==> src/hw/rtl/megd_pkg.sv <==
// Shared types and constants for the modem escape guard detector.
// No dependencies; imported by megd_lane and modem_escape_guard_detector.
`default_nettype none

package megd_pkg;

    localparam int TICK_W  = 13;
    localparam int LEN_W   = 3;
    localparam int SLOT_W  = 2;
    localparam int CNT_W   = 3;
    localparam int SEQ_LEN = 3;

    typedef logic [7:0]        t_byte;
    typedef logic [LEN_W-1:0]  t_len;
    typedef logic [TICK_W-1:0] t_tick;
    typedef logic [SLOT_W-1:0] t_slot;
    typedef logic [CNT_W-1:0]  t_cnt;
    typedef logic [1:0]        t_mark;

    localparam t_tick TICK_MAX = {TICK_W{1'b1}};
    localparam t_cnt  CNT_SAT  = 3'd4;

    // Gap mark codes
    localparam t_mark MARK_UNSET = 2'd0;
    localparam t_mark MARK_LONG  = 2'd1;
    localparam t_mark MARK_SHORT = 2'd2;

    // Item kinds
    localparam logic KIND_MSG  = 1'b0;
    localparam logic KIND_TICK = 1'b1;

    // Configuration register indexes
    localparam logic CFG_ESCAPE_CHAR = 1'b0;
    localparam logic CFG_GUARD_UNITS = 1'b1;

    localparam t_byte ESCAPE_CHAR_RST = 8'd43;
    localparam t_byte GUARD_UNITS_RST = 8'd50;

endpackage

`default_nettype wire

==> src/hw/rtl/megd_lane.sv <==
// One byte lane of the escape guard detector: flags a used byte that is not
// the escape character. Depends on megd_pkg.
`default_nettype none

module megd_lane #(
    parameter int LANE = 0
) (
    input  megd_pkg::t_byte i_byte,
    input  megd_pkg::t_byte i_escape_char,
    input  megd_pkg::t_len  i_msg_length,
    output logic            o_mismatch
);
    import megd_pkg::*;

    logic w_used;

    // Byte is carried only when the length reaches past this lane
    assign w_used     = (i_msg_length > LEN_W'(LANE));
    assign o_mismatch = w_used && (i_byte != i_escape_char);

endmodule

`default_nettype wire

==> src/hw/rtl/modem_escape_guard_detector.sv <==
// Top level of the modem escape guard detector: byte lanes, merge of the lane
// results, detector state and output register. Depends on megd_pkg, megd_lane.
//
// Usage:
//   Input channel (i_valid / o_ready) carries either a message (i_kind = 0,
//   up to three bytes plus a length, length 4 meaning more than three) or a
//   one-millisecond tick (i_kind = 1). Every transfer yields exactly one
//   result on the output channel (o_valid / i_ready): o_scan_status is 1 for
//   a message that completes long-short-short escape spacing and starts the
//   guard timer; o_escape_detected is 1 for the tick on which it expires.
//   The result appears in the output register on the cycle after the input
//   transfer. Throughput is one item per cycle while the receiver takes each
//   result; the whole state update for an item is one register stage fed by
//   three parallel byte-compare lanes and a merge of their flags.
//   While a result is held, a new item is still accepted in the same cycle
//   the held one is taken; if the receiver stalls, o_ready drops and the
//   held result stays unchanged.
//   Configuration (i_cfg_valid / o_cfg_ready, always ready) writes index 0
//   (escape character) or index 1 (guard time in TICKS_PER_UNIT ticks); write
//   only while the block is idle.
//   Synchronous active-low reset restores escape character '+', guard 50,
//   elapsed time saturated, ring unset, count zero and the timer stopped.
`default_nettype none

module modem_escape_guard_detector #(
    parameter int TICKS_PER_UNIT = 20
) (
    input  wire             i_clk,
    input  wire             i_rst_n,
    // input item channel
    input  wire             i_valid,
    output logic            o_ready,
    input  wire             i_kind,
    input  megd_pkg::t_len  i_msg_length,
    input  megd_pkg::t_byte i_byte_first,
    input  megd_pkg::t_byte i_byte_second,
    input  megd_pkg::t_byte i_byte_third,
    // result channel
    output logic            o_valid,
    input  wire             i_ready,
    output logic            o_scan_status,
    output logic            o_escape_detected,
    // configuration write channel
    input  wire             i_cfg_valid,
    output logic            o_cfg_ready,
    input  wire             i_cfg_index,
    input  megd_pkg::t_byte i_cfg_data
);
    import megd_pkg::*;

    // Full guard product width, and the width used for comparisons
    localparam int GUARD_W = $clog2(255 * TICKS_PER_UNIT + 1);
    localparam int CMP_W   = (GUARD_W > TICK_W) ? GUARD_W : TICK_W;

    // Configuration registers
    t_byte r_escape_char;
    t_byte r_guard_units;

    // Detector state
    t_tick r_elapsed,   n_elapsed;
    t_mark r_marks [SEQ_LEN];
    t_mark n_marks [SEQ_LEN];
    t_slot r_newest,    n_newest;
    t_cnt  r_count,     n_count;
    logic  r_timer_on,  n_timer_on;
    t_tick r_remaining, n_remaining;

    // Output register
    logic  r_out_valid;
    logic  r_scan_status, n_scan_status;
    logic  r_detected,    n_detected;

    logic               w_in_xfer;
    logic               w_cfg_xfer;
    logic [CMP_W-1:0]   w_guard;
    logic [CMP_W-1:0]   w_elapsed_ext;
    t_tick              w_timer_load;
    logic               w_first_short;
    t_byte              w_bytes    [SEQ_LEN];
    logic [SEQ_LEN-1:0] w_mismatch;
    logic               w_len_ok;
    logic [2:0]         w_slot_off [SEQ_LEN];
    t_mark              w_new_marks [SEQ_LEN];
    logic               w_slot_wr  [SEQ_LEN];
    logic [2:0]         w_slot_sum;
    t_slot              w_new_newest;
    logic [2:0]         w_cnt_sum;
    t_cnt               w_new_count;
    logic               w_spacing_ok;
    t_mark              w_newest_mark;
    t_mark              w_expect;

    // ---------------------------------------------------------------------
    // Handshakes: output register frees up when taken, so accept alongside
    // ---------------------------------------------------------------------
    assign o_ready     = !r_out_valid || i_ready;
    assign w_in_xfer   = i_valid && o_ready;
    assign o_cfg_ready = 1'b1;
    assign w_cfg_xfer  = i_cfg_valid;

    assign o_valid           = r_out_valid;
    assign o_scan_status     = r_scan_status;
    assign o_escape_detected = r_detected;

    // ---------------------------------------------------------------------
    // Guard time: narrow multiply by a constant, timer load saturates
    // ---------------------------------------------------------------------
    assign w_guard       = CMP_W'(r_guard_units) * CMP_W'(TICKS_PER_UNIT);
    assign w_elapsed_ext = CMP_W'(r_elapsed);
    assign w_first_short = (w_elapsed_ext < w_guard);
    assign w_timer_load  = (w_guard > CMP_W'(TICK_MAX)) ? TICK_MAX : w_guard[TICK_W-1:0];

    // ---------------------------------------------------------------------
    // Byte lanes: one comparator per message byte
    // ---------------------------------------------------------------------
    assign w_bytes[0] = i_byte_first;
    assign w_bytes[1] = i_byte_second;
    assign w_bytes[2] = i_byte_third;

    for (genvar l = 0; l < SEQ_LEN; l++) begin : g_lane
        megd_lane #(
            .LANE (l)
        ) u_lane (
            .i_byte        (w_bytes[l]),
            .i_escape_char (r_escape_char),
            .i_msg_length  (i_msg_length),
            .o_mismatch    (w_mismatch[l])
        );
    end

    assign w_len_ok = (i_msg_length != '0) && (i_msg_length <= LEN_W'(SEQ_LEN));

    // ---------------------------------------------------------------------
    // Merge: ring slots written by this message. Slot k takes the write
    // whose position is (k - newest - 1) mod 3; only the first byte can be
    // long, and only if the guard silence has passed.
    // ---------------------------------------------------------------------
    always_comb begin
        for (int k = 0; k < SEQ_LEN; k++) begin
            w_slot_off[k] = 3'(k) + 3'd2 - {1'b0, r_newest};
            if (w_slot_off[k] >= 3'(SEQ_LEN)) begin
                w_slot_off[k] = w_slot_off[k] - 3'(SEQ_LEN);
            end
            w_slot_wr[k]   = (w_slot_off[k] < i_msg_length);
            w_new_marks[k] = w_slot_wr[k] ?
                             (((w_slot_off[k] == 3'd0) && !w_first_short) ? MARK_LONG
                                                                           : MARK_SHORT)
                             : r_marks[k];
        end
    end

    // Advance the newest slot by the length, wrap modulo three
    assign w_slot_sum   = {1'b0, r_newest} + i_msg_length;
    assign w_new_newest = (w_slot_sum >= 3'(SEQ_LEN)) ? SLOT_W'(w_slot_sum - 3'(SEQ_LEN))
                                                       : SLOT_W'(w_slot_sum);

    // Count saturates at four
    assign w_cnt_sum   = r_count + i_msg_length;
    assign w_new_count = (w_cnt_sum > CNT_SAT) ? CNT_SAT : w_cnt_sum;

    // Spacing check on the updated ring: newest short, then long, then short
    always_comb begin
        case (w_new_newest)
            2'd0: begin
                w_spacing_ok  = (w_new_marks[0] == MARK_SHORT) &&
                                (w_new_marks[1] == MARK_LONG) &&
                                (w_new_marks[2] == MARK_SHORT);
                w_newest_mark = w_new_marks[0];
            end
            2'd1: begin
                w_spacing_ok  = (w_new_marks[1] == MARK_SHORT) &&
                                (w_new_marks[2] == MARK_LONG) &&
                                (w_new_marks[0] == MARK_SHORT);
                w_newest_mark = w_new_marks[1];
            end
            2'd2: begin
                w_spacing_ok  = (w_new_marks[2] == MARK_SHORT) &&
                                (w_new_marks[0] == MARK_LONG) &&
                                (w_new_marks[1] == MARK_SHORT);
                w_newest_mark = w_new_marks[2];
            end
            default: begin
                w_spacing_ok  = 1'b0;
                w_newest_mark = MARK_UNSET;
            end
        endcase
    end

    // Partial sequence: slot one must hold the long mark, others short
    assign w_expect = (w_new_newest == 2'd1) ? MARK_LONG : MARK_SHORT;

    // ---------------------------------------------------------------------
    // Next state for one accepted item
    // ---------------------------------------------------------------------
    always_comb begin
        n_elapsed     = r_elapsed;
        n_marks       = r_marks;
        n_newest      = r_newest;
        n_count       = r_count;
        n_timer_on    = r_timer_on;
        n_remaining   = r_remaining;
        n_scan_status = 1'b0;
        n_detected    = 1'b0;

        if (i_kind == KIND_TICK) begin
            if (r_elapsed != TICK_MAX) begin
                n_elapsed = r_elapsed + 1'b1;
            end
            if (r_timer_on) begin
                if (r_remaining <= TICK_W'(1)) begin
                    // expiry: raise the indication, keep the ring position
                    n_timer_on  = 1'b0;
                    n_remaining = '0;
                    n_count     = '0;
                    n_detected  = 1'b1;
                end else begin
                    n_remaining = r_remaining - 1'b1;
                end
            end
        end else if (r_timer_on) begin
            // any message cancels a running guard timer
            n_timer_on  = 1'b0;
            n_remaining = '0;
            n_count     = '0;
            n_newest    = '0;
            n_elapsed   = '0;
        end else if (!w_len_ok || (|w_mismatch)) begin
            n_count   = '0;
            n_newest  = '0;
            n_elapsed = '0;
        end else begin
            n_marks   = w_new_marks;
            n_newest  = w_new_newest;
            n_count   = w_new_count;
            n_elapsed = '0;
            if (w_new_count == 3'(SEQ_LEN)) begin
                if (w_spacing_ok) begin
                    // sequence complete: start the guard timer, hold elapsed
                    n_timer_on    = 1'b1;
                    n_remaining   = w_timer_load;
                    n_scan_status = 1'b1;
                    n_elapsed     = r_elapsed;
                end else begin
                    n_count  = '0;
                    n_newest = '0;
                end
            end else if ((w_new_count == 3'd1) || (w_new_count == 3'd2)) begin
                if (w_newest_mark != w_expect) begin
                    n_count  = '0;
                    n_newest = '0;
                end
            end
        end
    end

    // ---------------------------------------------------------------------
    // Registers
    // ---------------------------------------------------------------------
    always_ff @(posedge i_clk) begin
        if (!i_rst_n) begin
            r_escape_char <= ESCAPE_CHAR_RST;
            r_guard_units <= GUARD_UNITS_RST;
        end else if (w_cfg_xfer) begin
            unique case (i_cfg_index)
                CFG_ESCAPE_CHAR: r_escape_char <= i_cfg_data;
                CFG_GUARD_UNITS: r_guard_units <= i_cfg_data;
                default:         r_escape_char <= r_escape_char;
            endcase
        end
    end

    always_ff @(posedge i_clk) begin
        if (!i_rst_n) begin
            r_elapsed   <= TICK_MAX;
            r_marks     <= '{default: MARK_UNSET};
            r_newest    <= '0;
            r_count     <= '0;
            r_timer_on  <= 1'b0;
            r_remaining <= '0;
        end else if (w_in_xfer) begin
            r_elapsed   <= n_elapsed;
            r_marks     <= n_marks;
            r_newest    <= n_newest;
            r_count     <= n_count;
            r_timer_on  <= n_timer_on;
            r_remaining <= n_remaining;
        end
    end

    always_ff @(posedge i_clk) begin
        if (!i_rst_n) begin
            r_out_valid <= 1'b0;
        end else if (w_in_xfer) begin
            r_out_valid <= 1'b1;
        end else if (i_ready) begin
            r_out_valid <= 1'b0;
        end
    end

    // Payload loads on every input transfer; no reset needed
    always_ff @(posedge i_clk) begin
        if (w_in_xfer) begin
            r_scan_status <= n_scan_status;
            r_detected    <= n_detected;
        end
    end

    // ---------------------------------------------------------------------
    // Assertions
    // ---------------------------------------------------------------------
    a_timer_needs_three: assert property (@(posedge i_clk) disable iff (!i_rst_n)
        r_timer_on |-> (r_count == 3'(SEQ_LEN)))
        else $error("guard timer running without three escape characters");

    a_status_starts_timer: assert property (@(posedge i_clk) disable iff (!i_rst_n)
        (r_out_valid && r_scan_status) |-> r_timer_on)
        else $error("sequence reported but guard timer not running");

    a_detect_stops_timer: assert property (@(posedge i_clk) disable iff (!i_rst_n)
        (r_out_valid && r_detected) |-> (!r_timer_on && (r_count == '0)))
        else $error("escape reported but timer or count not cleared");

    a_one_flag: assert property (@(posedge i_clk) disable iff (!i_rst_n)
        r_out_valid |-> !(r_scan_status && r_detected))
        else $error("status and escape indication raised together");

    a_ring_slot: assert property (@(posedge i_clk) disable iff (!i_rst_n)
        w_in_xfer |=> (r_newest != 2'd3) && (r_count <= CNT_SAT))
        else $error("ring slot or escape count out of range");

endmodule

`default_nettype wire
==> config.mk <==
export PLATFORM = sky130hd
export DESIGN_NAME = modem_escape_guard_detector
export DESIGN_NICKNAME = d
export VERILOG_FILES = /design/src/hw/rtl/megd_pkg.sv /design/src/hw/rtl/megd_lane.sv /design/src/hw/rtl/modem_escape_guard_detector.sv
export SDC_FILE = /design/constraint.sdc
export NUM_CORES = 1
export LEC_CHECK = 0
export BUFFER_PORTS_ARGS = -buffer_cell sky130_fd_sc_hd__buf_2
export CORE_MARGIN = 3
export CORE_UTILIZATION = 35
export CTS_CLUSTER_DIAMETER = 200
export DETAILED_ROUTE_END_ITERATION = 12
export PLACE_DENSITY = 0.56
export SYNTH_ARGS = -nofsm -noshare
export SYNTH_HDL_FRONTEND = slang
export SYNTH_SLANG_ARGS = --single-unit
export TNS_END_PERCENT = 20
==> constraint.sdc <==
create_clock -name i_clk -period 4.8 [get_ports i_clk]
set_input_delay 0.72 -clock i_clk [delete_from_list [all_inputs] [get_ports i_clk]]
set_output_delay 0.72 -clock i_clk [all_outputs]
set_load 0.005 [all_outputs]
==> results.tsv <==
metric	value	unit
Routed Antenna Nets	0	
drt drc	0	
worst slew pin tran	675	ps
first-pass GRT wire length	19500	um
Setup Crit Path Kind	register to register	
Setup-failing EPs final	0	
Worst Path Required	5020	ps
DP HPWL	9010	um
Peak supply drop	0.155	mV
Die ar.	14100	um^2
Switch Pwr	403	uW
Reg power frac	36.8	%
Die W	119	um
area grow syn2layout	15.6	%
post-synthesis sequential area ratio	26.1	%
met1 WL	5370	um
drt pass-1 iters	4	
leakage power	2.27	nW
max cap viols	0	
grt ovf	0	
Hold WC Path Type	register to register	
mean area per synthesized cell	8.29	um^2
CP most frequent cell	ha_1	
layout cell share with drive strength beyond 1	17.7	%
average wire per standard cell	15.3	um
critical path's top delay family	compound AO/OA/AOI/OAI gates	
Achievable Freq	0.216	GHz
Max-slew headroom	54.7	%
Final Slew Violations	0	
Int Power	1.03	mW
DRT iter0 DRCs	270	
overall power	1.43	mW
Net Sw Frac	28.2	%
WP buf/inv	1	
commonest cells after routing, fill and taps aside	nand2_1, dfxtp_1, buf_2	
worst path arrival time	4850	ps
initial antenna violation count	0	
skew final	10.9	ps
initial core utilization	36.4	%
met2 wire len	5590	um
final core occ	42.1	%
CP Launch Type	register	
Fill cells	1242	
setup TNS	0	ps
Layout Nets	666	
CTS tree	built	
critical path, cell by cell	ha_1, ha_1, fa_1, a21oi_1, nor2_1, nor2_2, o21bai_1, a21oi_1, xor2_1, ha_1, nand4_1, o221ai_2, a211o_4, a22o_2, nor4_4, a211oi_2, nor3_4, buf_12, o21ai_0, a32o_1	
root buffer cell	clkbuf_16	
EDFF count, synth	2	
Post-Layout Cell Count	754	
fraction of registers with async set/reset	0	%
commonest non-fill, non-tap cell in the layout	nand2_1	
Max stage delay on crit path	400	ps
antenna fix cells	0	
CTS H-Tree Depth	3	
Main synth FF type	dfxtp_1	
met3 WL	349	um
Final GP Congestion	0.864	
combinational share of power	19.5	%
Setup crit end kind	register	
Clock Latency Late Sink	340	ps
CTS sink cnt	57	
clock-pin slew on the worst setup and hold paths	50	ps
synthesized area	4450	um^2
gr usage total	16.9	%
io pins	47	
IO buf count	45	
vias in the first global route	3971	
DP Cell Count	736	
status	finished clean	
Critical Path Fanout Max	24	
final wirelength	11500	um
Pwr Density	278	nW/um^2
Seq. cell area	1160	um^2
synth unique cells	87	
chip height	119	um
Fin. Hold Viols	0	
Max Used Layer	met4	
number of cell rows	40	
cells after synthesis	537	
Vias	4052	
area of the multi-input gates	3080	um^2
Yosys reg bits	57	
pin count of the biggest net entering global routing	35	
period utilization	96.4	%
synthesis warning total	0	
syn nets	622	
RSZ-0062 raised after global routing	yes	
Clock power frac	43.8	%
total CTS buffers	9	
vias per cell	5.37	
CP max-delay cell	fa_1	
Core Area	12200	um^2
min Tclk post-route	4620	ps
CTS max path bufs	2	
[per-layer routing]
metal,GRT usage [%],vias up
met5,0,-
met4,5.87,0
met3,3.30,17
met2,28.2,61
met1,21.8,1929
li1,-,2045
[synth_stat cells (4+ instances only)]
master    number  area [um^2]
xor2_1        26          228
a21oi_1       35          175
nand3_1       24          120
dfxtp_1       55         1100
xnor2_1       10         87.6
o211a_1        9         90.1
nor2b_1        7         43.8
nand2_1       73          274
nor3_1        16         80.1
nor4_1         5         31.3
o21ai_0       18         90.1
o32ai_1        4         35.0
nand2b_1       7         43.8
o221ai_1       7         61.3
o211ai_1       8         60.1
ha_1          40          500
inv_1         25         93.8
clkbuf_1      11         41.3
nor2_1        38          143
and2_1         4         25.0
nand4_1        5         31.3
or3_1          5         31.3
and3_1         4         25.0
[state kept, by name (all words and copies together), names as in the netlist, 2 cells and up]
signal	flops
r_marks	6
r_escape_char	8
r_count	3
r_elapsed	13
r_newest	2
r_remaining	13
r_guard_units	8
[final timing paths]
| path | startpoint | endpoint | slack (ps) | cells after the start |
|---|---|---|---|---|
| worst min-delay path | r_marks[0] | r_marks[0] | 480 | 2 |
| worst max-delay path | r_guard_units[1] | r_remaining[2] | 180 | 20 |
| worst max register to register | r_guard_units[1] | r_remaining[2] | 180 | 20 |
| worst min register to register | r_marks[0] | r_marks[0] | 480 | 2 |
[stage by stage]
step	hold WS (ps)	area [um^2]	setup slack, ps
3_5_place_dp	471	4810	128
6_report	478	5140	175
3_3_place_gp	470	4810	223
5_1_grt	508	5140	-36.1
2_1_floorplan	451	4450	479
4_1_cts	478	5100	103
[tightest hold or removal path: cells and delay by family (launching register included)]
family,cells,cell delay (ps)
AO/OA/AOI/OAI,2,120
flip-flops,1,300
[power groups by stage]
stage / sequential (mW) / combinational (mW) / clock, mW
6_report: 0.525 / 0.278 / 0.625
4_1_cts: 0.525 / 0.271 / 0.640
2_1_floorplan: 0.524 / 0.198 / 0
3_3_place_gp: 0.534 / 0.264 / 0
3_5_place_dp: 0.534 / 0.270 / 0
5_1_grt: 0.528 / 0.316 / 0.662
[cell families after synthesis]
group / synth area share, %
other cells: 0.0843
fa+ha+maj: 12.6
flops: 26.1
compound gates: 23.6
buf+inv: 5.20
mux: 0.478
xor+xnor: 8.44
simple gates: 23.5
[area by class of cell]
cell class	instances	area share [%]
inverter	25	1.82
clock inverter	3	0.779
clock buffer	13	4.87
timing repair buffer	54	5.94
sequential	57	22.6
multi-input combinational	434	59.9
tap	168	4.09
[what timing repair did]
action                                  in CTS  in global routing
setup buffers                                0                  2
resized for setup                            0                  6
hold buffers                                 0                  0
endpoints found under the setup margin       0                 20
(Power assumes the default switching activity.)
